--- src/sv/assert_macros.svh ---
// assertion macros shared by the rtl that carries checks
`ifndef ASSERT_MACROS_SVH
`define ASSERT_MACROS_SVH

`ifndef SYNTH

// same-cycle implication, checked at every rising edge out of reset
`define GFE_ASSERT_IMPL(lbl, clk, rstn, ante, cons) \
  lbl: assert property (@(posedge clk) disable iff (!rstn) (ante) |-> (cons)) \
    else $error("assertion failed");

// next-cycle implication, checked at every rising edge out of reset
`define GFE_ASSERT_NEXT(lbl, clk, rstn, ante, cons) \
  lbl: assert property (@(posedge clk) disable iff (!rstn) (ante) |=> (cons)) \
    else $error("assertion failed");

`else

`define GFE_ASSERT_IMPL(lbl, clk, rstn, ante, cons)
`define GFE_ASSERT_NEXT(lbl, clk, rstn, ante, cons)

`endif

`endif

--- src/sv/gfe_pkg.sv ---
// shared types and constants of the glyph expander
`default_nettype none

package gfe_pkg;

  localparam int unsigned ADDR_W      = 12;
  localparam int unsigned STORE_DEPTH = 4096;
  localparam int unsigned COLOR_W     = 16;
  localparam int unsigned PAIR_W      = 2 * COLOR_W;
  localparam int unsigned GLYPH_W     = 8;
  localparam int unsigned CODE_W      = 8;
  localparam int unsigned POS_W       = 6;
  localparam int unsigned LEN_W       = 7;
  localparam int unsigned COL_W       = 2;

  // item kinds
  localparam logic KIND_LOAD   = 1'b0;
  localparam logic KIND_RENDER = 1'b1;

  // configuration register indexes
  localparam logic REG_INK_COLOR   = 1'b0;
  localparam logic REG_PAPER_COLOR = 1'b1;

  // controller to datapath commands
  typedef struct packed {
    logic             write;      // store a font byte
    logic             capture;    // latch a render item and read its first glyph row
    logic             rd_next;    // read the next glyph row
    logic             load_bits;  // take the read glyph row into the pixel register
    logic             next_row;   // step the row base by the pitch
    logic             emit;       // push one word into the output register
    logic             last;       // the word pushed is the last of the character
    logic [COL_W-1:0] col;        // word column within the glyph row
  } dp_cmd_t;

  // datapath to controller status
  typedef struct packed {
    logic out_free;  // output register can take a word this cycle
  } dp_status_t;

endpackage

`default_nettype wire

--- src/sv/gfe_ctrl.sv ---
// sequencer for font loads and row by row character expansion
`default_nettype none

module gfe_ctrl #(
  parameter int unsigned GLYPH_ROWS = 16
) (
  input  wire logic                clk_i,
  input  wire logic                rst_ni,
  input  wire logic                in_valid_i,
  input  wire logic                kind_i,
  output logic                     ready_o,
  input  wire gfe_pkg::dp_status_t status_i,
  output gfe_pkg::dp_cmd_t         cmd_o
);

  import gfe_pkg::*;

  localparam int unsigned RowW = $clog2(GLYPH_ROWS);

  typedef enum logic [1:0] {
    ST_IDLE,
    ST_LOAD,
    ST_EMIT
  } state_e;

  state_e           state_q, state_d;
  logic [RowW-1:0]  row_q, row_d;
  logic [COL_W-1:0] col_q, col_d;
  logic             row_end;
  logic             last_row;

  assign row_end  = (col_q == COL_W'(3));
  assign last_row = (row_q == RowW'(GLYPH_ROWS - 1));
  assign ready_o  = (state_q == ST_IDLE);

  always_comb begin
    cmd_o      = '0;
    cmd_o.col  = col_q;
    cmd_o.last = last_row && row_end;
    state_d    = state_q;
    row_d      = row_q;
    col_d      = col_q;
    unique case (state_q)
      ST_IDLE: begin
        if (in_valid_i) begin
          if (kind_i == KIND_RENDER) begin
            cmd_o.capture = 1'b1;
            state_d       = ST_LOAD;
          end else begin
            cmd_o.write = 1'b1;
          end
        end
      end
      ST_LOAD: begin
        // first glyph row arrives, prefetch the second
        cmd_o.load_bits = 1'b1;
        cmd_o.rd_next   = 1'b1;
        row_d           = '0;
        col_d           = '0;
        state_d         = ST_EMIT;
      end
      ST_EMIT: begin
        if (status_i.out_free) begin
          cmd_o.emit = 1'b1;
          col_d      = col_q + COL_W'(1);
          if (row_end) begin
            cmd_o.load_bits = 1'b1;
            cmd_o.rd_next   = 1'b1;
            cmd_o.next_row  = 1'b1;
            row_d           = row_q + RowW'(1);
            if (last_row) begin
              state_d = ST_IDLE;
            end
          end
        end
      end
      default: begin
        state_d = ST_IDLE;
      end
    endcase
  end

  always_ff @(posedge clk_i or negedge rst_ni) begin
    if (!rst_ni) begin
      state_q <= ST_IDLE;
      row_q   <= '0;
      col_q   <= '0;
    end else begin
      state_q <= state_d;
      row_q   <= row_d;
      col_q   <= col_d;
    end
  end

endmodule

`default_nettype wire

--- config.mk ---
export PLATFORM = sky130hd
export DESIGN_NAME = gfe_ctrl
export DESIGN_NICKNAME = d
export VERILOG_FILES = /design/src/sv/assert_macros.svh /design/src/sv/gfe_pkg.sv /design/src/sv/gfe_ctrl.sv
export SDC_FILE = /design/constraint.sdc
export NUM_CORES = 1
export LEC_CHECK = 0
export BUFFER_PORTS_ARGS = -buffer_cell sky130_fd_sc_hd__buf_4
export CAP_MARGIN = 30
export CELL_PAD_IN_SITES_DETAIL_PLACEMENT = 1
export CELL_PAD_IN_SITES_GLOBAL_PLACEMENT = 1
export CORE_ASPECT_RATIO = 1.1
export CORE_MARGIN = 4
export CORE_UTILIZATION = 35
export CTS_BUF_LIST = sky130_fd_sc_hd__clkbuf_2 sky130_fd_sc_hd__clkbuf_4 sky130_fd_sc_hd__clkbuf_8
export DETAILED_ROUTE_END_ITERATION = 7
export GPL_TIMING_DRIVEN = 0
export PLACE_DENSITY = 0.77
export SYNTH_ARGS = -nofsm -noshare
export SYNTH_HDL_FRONTEND = slang
export SYNTH_SLANG_ARGS = --single-unit
--- constraint.sdc ---
create_clock -name clk_i -period 3.8 [get_ports clk_i]
set_clock_uncertainty 0.2 [all_clocks]
set_input_delay 0.19 -clock clk_i [delete_from_list [all_inputs] [get_ports clk_i]]
set_output_delay 0.19 -clock clk_i [all_outputs]
set_load 0.02 [all_outputs]
Word-level counts from Yosys, hierarchy flattened
Index checks and enable logic that the tools add are counted.
W data, S select, Z words.
- flip-flop bits (word level): 8
- bits of input ports: 5
- logic and storage cells: 39
- $add $sub $neg: 2
- equal/unequal tests: 9
- muxes and demuxes: 19
- reduce and logical (&&, ||, !) cells: 6
- operator list (cell ; number):
    $mux W2 ; 9
    $mux W4 ; 3
    $ne A2 B2 Y1 const B ; 5
    $pmux W2 S2 ; 2
    $pmux W4 S2 ; 1
    $pmux W2 S3 ; 1
    $reduce_and A5 Y1 ; 1
    $add A4 B1 Y4 const B ; 1
    $eq A2 B2 Y1 const B ; 2
    $eq A4 B4 Y1 const B ; 1
    $mux W3 ; 1
    $reduce_and A3 Y1 ; 1
    $add A2 B1 Y2 const B ; 1
    $eq A2 B1 Y1 const B ; 1
    $logic_not A2 Y1 ; 1
    $mux W1 ; 2
    $reduce_and A2 Y1 ; 1
    $reduce_bool A2 Y1 ; 1
    $logic_and A1 B1 Y1 ; 1

Depth between registers and ports, before layout
Gate-level depths: netlist of run 1.
- depth after elaboration: 5
- mapped depth: 6
- depth with buffers taken out: 5

Least setup slack after synthesis of run 1
OpenSTA, ideal clock, no wires.
- kind: register -> output
- start: reg col_q[0]
- end: out cmd_o[6] (netlist name)
- arrival: 1.460 ns
- required time: 3.410 ns
- setup slack: 1.950 ns
- cell stages (with the launch flop): 5
- buffers on the path: 1
- cells stage by stage: dfrtp_1 -> ha_1 -> and3_2 -> o21a_1 -> buf_4
- RTL lines (element ; line ; source):
    start: declaration ; gfe_ctrl.sv:28 ; logic [COL_W-1:0] col_q, col_d;
    start signal: assignment ; gfe_ctrl.sv:91 ; col_q <= col_d;
    end: declaration ; gfe_ctrl.sv:13 ; output gfe_pkg::dp_cmd_t cmd_o

==> summary by stage, run 1 <==
Status
The run finished with clean final reports.

Die
The I/O pin total is 15. Measured along the y axis, the die boundary spans 49.9 um. The die outline width is 46.1 um.

The starting density of the core is between 30% and 40%. The floorplan has 14 rows. The die covers approximately 2300 um2. The core footprint is between 1000 and 1500 um2.

Critical path
STA classifies the critical path endpoint as an output pin. The origin of the critical flop-to-flop path is state_q[0]. The critical path launch point is state_q[0]. The startpoint type of the worst setup path is a flip-flop. The largest fanout on the critical path is 10.

For the worst setup path, the data arrival time is 1740 ps. The worst flop-to-flop path endpoint is state_q[1]. The required time reported for the critical path endpoint is approximately 3400 ps.

The category of the critical setup timing path is flip-flop to output pin. The depth of the worst register-to-register path is 6. In this run the register-to-register setup slack is 1890 ps. The critical path ends at cmd_o[6].

Placement
At the end of routability-driven placement, the weighted congestion stood at approximately 0.74. Buffers placed on the I/O ports in this run total 13. The post-placement cell area is a little under 700 um2. The final HPWL from detailed placement is between 1000 and 1500 um.

Pwr
The maximum resistive drop on vdd is 0.303 mV. In this run the power density over the cells is about 670 nW/um2. For this design the static power due to leakage is 0.000370 uW.

Drt
The first-pass iteration count of the detailed router is 3. The detail route stage leaves a number of antenna-violating nets equal to 0. The wire length reported by the detailed router is 1340 um. The average routed wire per standard cell is between 10 and 15 um. For this run, design rule violations remaining after detail routing come to 0. The via count is ~500.

The post-detailed-route via-to-cell ratio is 5.37. In this run, the number of DRC markers left after iteration 0 of detailed routing was 2.

Global routing
The all-layer global routing usage is approximately 13%. The wire length of the first global-routing pass is 2160 um. The via count of the first global-routing pass is approximately 470. After global routing the overflow that remains totals 0. The initial antenna violation count was 0. Entering global routing, the biggest net connects 11 pins.

Yosys
The number of synthesized flops with an enable pin is 0. By area the synthesized netlist is led by sky130_fd_sc_hd__dfrtp_1 36%, sky130_fd_sc_hd__ha_1 13%, sky130_fd_sc_hd__nand2_1 5.4%. Of all cell types, the one taking the most synthesized area is sky130_fd_sc_hd__dfrtp_1. A synthesized cell averages around 9.5 um2. In this run, synthesis produced a sequential element count of 8.

The flip-flop cell with the highest count after synthesis is sky130_fd_sc_hd__dfrtp_1. The share of the yosys chip area belonging to registers is between 30% and 40%. The proportion of synthesized flip-flops having asynchronous set or reset is 100%. The area fraction of the dominant cell type after synthesis is around 36%.

Yosys printed 0 warnings. The count of cell types in the netlist is 26. The net count after synthesis is 70.

The synthesized instance count is 59. Sorting the synthesized cells by how often they occur yields 8 x sky130_fd_sc_hd__dfrtp_1, 8 x sky130_fd_sc_hd__nand2_1, 6 x sky130_fd_sc_hd__ha_1. The post-synth design cell area is ~560 um2.

CTS
The clock buffer count from CTS is 3. TritonCTS built the clock tree. The clock latency of the later-clocked register in the worst-skew pair is about 260 ps. The clock net in this run drives a total of 8 sinks. Clock-pin slew was measured on the worst setup and hold paths at about 60 ps. In this run the clock root is driven by a sky130_fd_sc_hd__clkbuf_4. The number of gates resized after CTS was 0. In this run the number of H-tree levels came out at 1. The buffer levels on the longest clock path is 2.

Final layout
The final instance area is slightly above 700 um2. The count of filler cells inserted in the layout is ~170. The area growth from synthesis to layout is 26.9%. The final layout contains between 80 and 90 nets. Cells fill between 40% and 50% of the core in the end. The post-route netlist has 32.9% of its cells at a drive strength greater than 1. The area of the multi-input gates is roughly 320 um2. The number of diodes added for antenna fixing is 0. Across the whole layout, storage elements account for approximately 200 um2.

Timing
Setup repair after global routing left no endpoint under its margin. The post-route minimum period is around 2100 ps. The count of pins over their slew limit is 0.

The relative slew slack is 80.2%. The fmax is 469 MHz. The count of final hold-check violations came to 0. Of the available clock period, the critical path in the final layout requires roughly 56%.

The actual transition at the worst max-transition pin is approximately 300 ps. Setup violations remaining at the end of the flow were counted as 0. In the final timing run, aggregate negative setup slack is 0 ps.

Job
The number of violations of the max-capacitance limit is 0.

Hold path
The worst hold path belongs to the class primary input to flip-flop.
[cells in the final DEF (no fill, tap or decap)]
cell type                        n
sky130_fd_sc_hd__a21boi_0        1
sky130_fd_sc_hd__a21boi_1        1
sky130_fd_sc_hd__a21oi_1         1
sky130_fd_sc_hd__a221oi_2        1
sky130_fd_sc_hd__a22o_1          1
sky130_fd_sc_hd__and3_1          1
sky130_fd_sc_hd__and3_2          2
sky130_fd_sc_hd__and4_2          2
sky130_fd_sc_hd__buf_2           1
sky130_fd_sc_hd__buf_4          15
sky130_fd_sc_hd__clkbuf_4        3
sky130_fd_sc_hd__dfrtp_1         8
sky130_fd_sc_hd__dlygate4sd3_1   1
sky130_fd_sc_hd__ha_1            6
sky130_fd_sc_hd__inv_1           5
sky130_fd_sc_hd__mux2_1          2
sky130_fd_sc_hd__mux2i_1         1
sky130_fd_sc_hd__nand2_1         8
sky130_fd_sc_hd__nand2b_1        1
sky130_fd_sc_hd__nand3_1         2
sky130_fd_sc_hd__nand3_2         1
sky130_fd_sc_hd__nor2_1          3
sky130_fd_sc_hd__o211ai_1        1
sky130_fd_sc_hd__o21a_1          1
sky130_fd_sc_hd__o21ai_0         4
sky130_fd_sc_hd__o2bb2ai_1       1
sky130_fd_sc_hd__o31ai_1         1
sky130_fd_sc_hd__or4_1           1
[report_power, final]
group          internal, uW  leakage [uW]  total (uW)  switching, uW
combinational           119      0.000249         281            162
sequential              105      0.000108         122           16.4
clock                  36.4     0.0000138        69.5           33.0
total                   261      0.000370         472            211
[registers in the layout, summed over array words and instances (netlist names)]
signal	flops
col_q	2
state_q	2
row_q	4
[worst max-delay path, cell delays in order, from the launching register on]
cell and delay [ps]:
sky130_fd_sc_hd__dfrtp_1 370, sky130_fd_sc_hd__inv_1 80, sky130_fd_sc_hd__ha_1 190, sky130_fd_sc_hd__buf_2 180, sky130_fd_sc_hd__and3_2 200, sky130_fd_sc_hd__o21a_1 180, sky130_fd_sc_hd__buf_4 130, sky130_fd_sc_hd__buf_4 150
[layout make-up]
| class | instances | area share (%) |
|---|---|---|
| clock buffer | 3 | 3.18 |
| multi-input combinational | 43 | 45.1 |
| sequential | 8 | 28.3 |
| tap | 16 | 2.83 |
| buffer | 3 | 2.83 |
| timing repair buffer | 14 | 15.2 |
| inverter | 5 | 2.65 |
[layer usage]
metal | global-route usage, % | share of wire, %
met1 | 16.4 | 44
met2 | 20.4 | 48
met3 | 2.18 | 4.6
met4 | 9.95 | 3.3
met5 | 0 | 0
[per-stage QoR]
step	hold WS (ps)	total power [uW]	instances	setup WS, ps
after global placement	-183	401	88	1940
final	82.6	472	92	1670
after global routing	97.3	518	92	1570
after floorplan	-306	311	59	1950
after CTS	72.5	485	92	1650
after detailed placement	-183	409	88	1850
[logic make-up after synthesis]
family	Yosys count	share of synthesized area, %
AOI/OAI and AO/OA	13	17.0
adders and majority gates	6	13.5
buffers and inverters	8	6.95
DFF	8	35.9
muxes	3	5.83
and+or+nand+nor	21	20.9
[worst min path at each step]
stage	from	to	depth (start not counted)
final	status_i	row_q[0]	3
after global placement	rst_ni	row_q[0]	1
after detailed placement	rst_ni	row_q[0]	1
after CTS	status_i	row_q[0]	3
after floorplan	rst_ni	col_q[0]	0
after global routing	rst_ni	row_q[0]	2
[timing repair]
item / 4_1_cts / 5_1_grt
hold buffers: 1 / 0
setup buffers: 0 / 0
hold endpoints to repair: 8 / 0
Power figures use the tool's default switching activity.
==> inputs of run 2 (changes only) <==
--- a/config.mk
+++ b/config.mk
@@ -15,7 +15,7 @@
 export CTS_BUF_LIST = sky130_fd_sc_hd__clkbuf_2 sky130_fd_sc_hd__clkbuf_4 sky130_fd_sc_hd__clkbuf_8
 export DETAILED_ROUTE_END_ITERATION = 7
 export GPL_TIMING_DRIVEN = 0
-export PLACE_DENSITY = 0.77
+export PLACE_DENSITY = 0.8
 export SYNTH_ARGS = -nofsm -noshare
 export SYNTH_HDL_FRONTEND = slang
 export SYNTH_SLANG_ARGS = --single-unit
==> constraint.sdc (replaced) <==
create_clock -name clk_i -period 1.8 [get_ports clk_i]
set_clock_uncertainty 0.2 [all_clocks]
set_input_delay 0.09 -clock clk_i [delete_from_list [all_inputs] [get_ports clk_i]]
set_output_delay 0.09 -clock clk_i [all_outputs]
set_load 0.02 [all_outputs]
==> summary by stage, run 2 (synthesized netlist as in run 1, its figures left out) <==
Status
The flow ran to the end, and the final reports show no timing, DRC or antenna violations.

Critical path
In this run the worst path has a maximum fanout of 5. The slowest stage of the critical path belongs to the cell sky130_fd_sc_hd__or4_4. The kind of end point of the critical path is a flip-flop. The kind of cell with the highest combined delay along the critical path is simple AND/OR/NAND/NOR gates. The startpoint identified for the worst register-to-register timing path is state_q[1]. By startpoint and endpoint, the worst setup path is classified as flip-flop to flip-flop. The arrival time of data at the critical path endpoint is about 1800 ps.

The required time reported for the critical path endpoint is ~1800 ps. The signal on the critical path passes through inv_2 -> ha_4 -> nand2_1 -> or4_4 -> nand3_1. The critical path launch point is state_q[1].

For this run, the slowest stage of the critical path takes approximately 500 ps. The critical path buffer and inverter count is 1. The startpoint type of the worst setup path is a flip-flop.

Die
The starting density of the core is approximately 39%. The floorplan step defined a core boundary enclosing 1440 um2. Measured along the x axis, the die boundary spans roughly 46 um. The die covers 2300 um2. The vertical die dimension is 49.9 um. The floorplan has 14 rows. During I/O placement, the number of pins put on the boundary was 15.

Timing
The ratio of final minimum period to clock period is 99.3%. Setup violations remaining at the end of the flow were counted as 0. Final hold analysis gives a worst-case slack of about 30 ps.

For this run, the top clock speed supported by timing is between 500 and 600 MHz. The minimum setup slack in the final design is 13.0 ps. Setup repair after global routing could not meet its margin everywhere.

The actual transition at the worst max-transition pin is approximately 310 ps. The post-route minimum period is around 1800 ps. The count of pins over their slew limit is 0. The count of final hold-check violations was 0. The relative slew slack is 79.2%.

Placement
The post-placement cell area is 676 um2. At the placement stage, the worst setup path has a slack of -132 ps. Port buffering added 13 buffers. At the end of routability-driven placement, the weighted congestion stood at around 0.81. Once placement completed, the tool counted placed cells totaling between 80 and 90. The wire-length estimate of the detail-placed layout is ~1100 um.

CTS
The clock-pin slew of the registers on the worst-case setup and hold paths is around 60 ps. CTS placed an instance of sky130_fd_sc_hd__clkbuf_4 at the clock tree root. TritonCTS built the clock tree. In this run the number of H-tree levels came out at 1. The buffer levels on the longest clock path is 2. Clock tree synthesis inserted a total of 3 buffers. The tree built by TritonCTS fans out to 8 sinks. The clock latency of the later-clocked register in the worst-skew pair is around 250 ps.

Drt
The via count is between 500 and 600. The number of violations reported at the end of detailed-routing iteration 0 is 10. After detailed routing, the number of vias per cell comes to 5.64.

Dividing the detail-routed wire length by the instance count gives around 18 um. The final routed DRC violation total is 0. Wires add up to approximately 1900 um. In this run the remaining antenna-violating nets after routing total 0. The first TritonRoute pass finished after 4 iterations.

Global routing
The first global-routing pass estimated 3150 um of wire. The initial antenna violation count is 0. The maximum number of pins on one net before global-route repair is 9.

The via count of the first global-routing pass came to ~680. The final global-route overflow total is 0. The all-layer global routing usage is a little under 20%.

Final layout
The area growth from synthesis to layout is 52.2%. Leaving out fill and tap cells, the most frequent cell in the layout is sky130_fd_sc_hd__buf_4. The register with the most flip-flops in the final layout is row_q. The register with the most flip-flops in the layout has 4 of them. The largest registers in the layout are row_q x4, col_q x2, state_q x2. The number of diodes added for antenna fixing is 0.

The library cells used most frequently in the layout, excluding fill and tap cells, are 21 x sky130_fd_sc_hd__buf_4, 8 x sky130_fd_sc_hd__nand2_1, 8 x sky130_fd_sc_hd__dfrtp_1, 4 x sky130_fd_sc_hd__o21ai_0. The fraction of layout instances using a drive strength above 1 is a little under half. The final instance area is ~850 um2. At the end of the flow, the number of nets in the layout was 98. Leaving out filler cells and counting taps, the final layout contains roughly 100.

Job
The number of violations of the max-capacitance limit is 0.

Pwr
The leakage power total is about 0.00042 uW. The design draws roughly 1300 uW. The power per unit of standard cell area is between 1500 and 2000 nW/um2. Across the VDD grid, the largest voltage drop is ~0.86 mV.

Hold path
In this run the most critical hold path is launched from status_i. In this run the worst hold path is classified as primary input to flip-flop.
run 2: layout make-up:
type,instances,area (um2)
flip-flops and latches,8,200
multi-input cells,43,378
clock buffers,3,22.5
plain buffers,2,18.8
repair buffers,24,191
well taps,16,20.0
inverters,5,18.8
fillers,173,587
run 2: worst paths after layout:
check / slack, ps / to / cells after the start
max in group asynchronous: 50 / state_q[0] / 4
max: 10 / row_q[3] / 5
min: 30 / col_q[1] / 3
min reg2reg: 360 / row_q[1] / 1
min in group asynchronous: 530 / row_q[1] / 3
max reg2reg: 10 / row_q[3] / 5
run 2: through the flow:
step	setup TNS, ps	util, %
6_report	0	59.1
5_1_grt	-74.7	59.1
4_1_cts	0	57.1
3_5_place_dp	-302	47.0
3_3_place_gp	-102	47.0
2_1_floorplan	0	-
run 2: repair_timing:
| item | 4_1_cts | 5_1_grt |
|---|---|---|
| gates cloned | 0 | 0 |
| pin swaps | 3 | 1 |
| hold buffers | 3 | 0 |
| setup endpoints to repair | 5 | 4 |
| resized for setup | 9 | 4 |
| endpoints found under the hold margin | 8 | 0 |
| setup buffers | 7 | 1 |
run 2: where the power goes:
group,total (uW),internal [uW],switching (uW)
sequential,269,222,46.9
combinational,880,437,443
clock,140,76.5,63.3
total,1290,735,553
run 2: metal layers:
metal  up-vias  share of wire (%)  global-route usage, %
met3         4                4.7                   3.27
met2        24                 57                   34.9
met5         -                  0                      0
li1        263                  -                      -
met4         0                2.0                   8.53
met1       279                 36                   20.3
run 2: worst min-delay path: cells and delay by family:
family                 cells  cell delay, ps
AO/OA/AOI/OAI              1             140
buffers and inverters      1             140
multiplexers               1              80
==> inputs of run 3 (changes only) <==
--- a/config.mk
+++ b/config.mk
@@ -6,11 +6,10 @@
 export NUM_CORES = 1
 export LEC_CHECK = 0
 export BUFFER_PORTS_ARGS = -buffer_cell sky130_fd_sc_hd__buf_4
-export CAP_MARGIN = 30
+export CAP_MARGIN = 20
 export CELL_PAD_IN_SITES_DETAIL_PLACEMENT = 1
 export CELL_PAD_IN_SITES_GLOBAL_PLACEMENT = 1
 export CORE_ASPECT_RATIO = 1.1
-export CORE_MARGIN = 4
 export CORE_UTILIZATION = 35
 export CTS_BUF_LIST = sky130_fd_sc_hd__clkbuf_2 sky130_fd_sc_hd__clkbuf_4 sky130_fd_sc_hd__clkbuf_8
 export DETAILED_ROUTE_END_ITERATION = 7
==> summary by stage, run 3 (synthesized netlist as in run 1, its figures left out) <==
Status
The flow ran to the end, and the final reports show no timing, DRC or antenna violations.

CTS
TritonCTS built the clock tree. CTS placed an instance of sky130_fd_sc_hd__clkbuf_4 at the clock tree root. The number of clock buffers added by TritonCTS is 3. After clock tree synthesis, the clock-pin slew on the worst setup and hold paths is approximately 60 ps. The tree built by TritonCTS fans out to 8 sinks.

For the worst-skew pair, the clock arrives at the later sink with an insertion delay of about 260 ps. The longest clock path from root to sink contains 2 buffers. In this run the number of H-tree levels came out at 1.

Timing
The worst-case hold slack is 166 ps. Setup violations remaining at the end of the flow were counted as 0. The final critical path takes up 96.7% of the cycle. The count of pins over their slew limit is 0.

The count of final hold-check violations is 0. The fmax is around 570 MHz. The actual transition at the worst max-transition pin is ~400 ps.

Setup repair after global routing left no endpoint under its margin. The relative slew slack is between 70% and 80%. The post-route minimum period is ~1700 ps.

Drt
The first-pass iteration count of the detailed router is 4. After detailed routing, the number of remaining DRC violations is 0. The post-detailed-route via-to-cell ratio is about 5.4. The number of violations reported at the end of detailed-routing iteration 0 is 4. The final layout contains routed wiring with a total length of around 1700 um. The number of nets still failing antenna checks after routing is 0. The via count is ~540.

The average routed wire per standard cell is about 17 um.

Final layout
Leaving out fill and tap cells, the most frequent cells in the layout are 21 x sky130_fd_sc_hd__buf_4, 7 x sky130_fd_sc_hd__nand2_1, 7 x sky130_fd_sc_hd__dfrtp_1, 4 x sky130_fd_sc_hd__o21ai_0. The register name with the most flops is row_q. The area growth from synthesis to layout is 54.9%. The library cell used most frequently in the layout, excluding fill and tap cells, is sky130_fd_sc_hd__buf_4. After the last flow step, the layout net total stands at ~100. With fillers left out, the area of the finished cells amounts to between 800 and 900 um2. 0 antenna diodes ended up in the layout. The largest registers in the layout are row_q x4, col_q x2, state_q x2. The register with the most flip-flops in the layout has 4 of them. Cells with a size suffix above 1 make up about half of the layout.

Critical path
The critical path buffer and inverter count is 1. The worst setup path is launched from a flip-flop. Traced cell by cell, the critical path runs through ha_4 -> buf_6 -> nand3_4 -> a221oi_4 -> mux2_4. The highest cell delay on the worst timing path is slightly below 400 ps. The largest fanout on the critical path is 5. The category of cells accounting for the largest share of critical-path delay is flip-flops.

The category of the critical setup timing path is flip-flop to flip-flop. The critical-path cell with the highest stage delay is sky130_fd_sc_hd__dfrtp_1. The required time reported for the critical path endpoint is approximately 1800 ps. The kind of end point of the critical path is a flip-flop.

The arrival time of data at the critical path endpoint is 1690 ps.

Die
The region available for standard cell placement spans roughly 1400 um2. The die is 40.1 um wide. The starting density of the core is about two fifths. During I/O placement, the number of pins put on the boundary was 15. The die covers 1760 um2. The row count is 14. The vertical die dimension is 43.9 um.

Placement
The final RePlAce weighted congestion is between 0.7 and 0.8. Port buffering added 13 buffers. The HPWL after detailed placement is 940 um. The post-placement cell area is roughly 680 um2.

Job
Across the run, the number of max-cap violations was 0.

Global routing
The initial antenna violation count came to 0. The via count of the first global-routing pass came to between 500 and 600. Entering global routing, the biggest net connects 9 pins.

The all-layer global routing usage is 23.1%. The wire length of the first global-routing pass is ~2600 um. After global routing the overflow that remains totals 0.

Pwr
The maximum resistive drop on vdd is about 0.66 mV. Dividing total power by cell area gives a power density of 1510 nW/um2. The leakage power total is approximately 0.00042 uW.

Hold path
The kind of path behind the tightest hold check is primary input to flip-flop.
run 3: cell counts in the layout (fill, tap and decap cells not counted):
Identical to the previous run, type by type.
run 3: tightest hold or removal path: stages:
cell and delay (ps):
sky130_fd_sc_hd__buf_4 120, sky130_fd_sc_hd__nand2_1 100, sky130_fd_sc_hd__a221oi_4 90, sky130_fd_sc_hd__mux2_4 200
run 3: cell type report:
| class | instances | area [um2] |
|---|---|---|
| Sequential cell | 8 | 201 |
| Multi-Input combinational cell | 43 | 392 |
| Timing Repair Buffer | 25 | 203 |
| Fill cell | 155 | 554 |
| Tap cell | 16 | 20.0 |
| Buffer | 1 | 7.51 |
| Inverter | 5 | 18.8 |
| Clock buffer | 3 | 22.5 |
run 3: timing repair:
action,4_1_cts,5_1_grt
pin swaps,3,2
endpoints found under the setup margin,4,4
hold buffers,3,0
gates resized for setup,10,7
setup buffers,7,2
hold endpoints to repair,10,0
run 3: final timing paths:
| path | to | startpoint | slack, ps | cells after the start |
|---|---|---|---|---|
| max | state_q[0] | col_q[1] | 60 | 5 |
| min | state_q[1] | in_valid_i | 170 | 4 |
| max reg2reg | state_q[0] | col_q[1] | 60 | 5 |
| min reg2reg | row_q[0] | row_q[0] | 330 | 1 |
| max in group asynchronous | col_q[0] | rst_ni | 450 | 3 |
| min in group asynchronous | row_q[2] | rst_ni | 640 | 3 |
run 3: per-layer routing:
layer | vias to the layer above | wire length [um] | GRT usage, % | share of wire, %
li1 | 263 | - | - | -
met1 | 259 | 821 | 29.7 | 48
met2 | 16 | 794 | 37.1 | 47
met3 | 5 | 57 | 3.08 | 3.3
met4 | 0 | 33 | 10.3 | 1.9
met5 | - | 0 | 0 | 0
run 3: power by group:
part	internal [uW]	switching, uW	leakage [uW]	total (uW)
registers	224	45.4	0.000106	269
logic	440	451	0.000301	891
clock network	76.8	68.3	0.0000138	145
total	740	565	0.000421	1300
run 3: stage by stage:
step / setup slack, ps / power (uW) / std cells / util, % / TNS [ps]
floorplan: 28.2 / 657 / 59 / - / 0
global placement: -61.5 / 839 / 88 / 47.6 / -116
detailed placement: -84.6 / 851 / 88 / 47.6 / -154
CTS: 29.5 / 1170 / 100 / 58.1 / 0
global route: 16.0 / 1380 / 101 / 60.9 / 0
finish: 59.0 / 1300 / 101 / 60.9 / 0
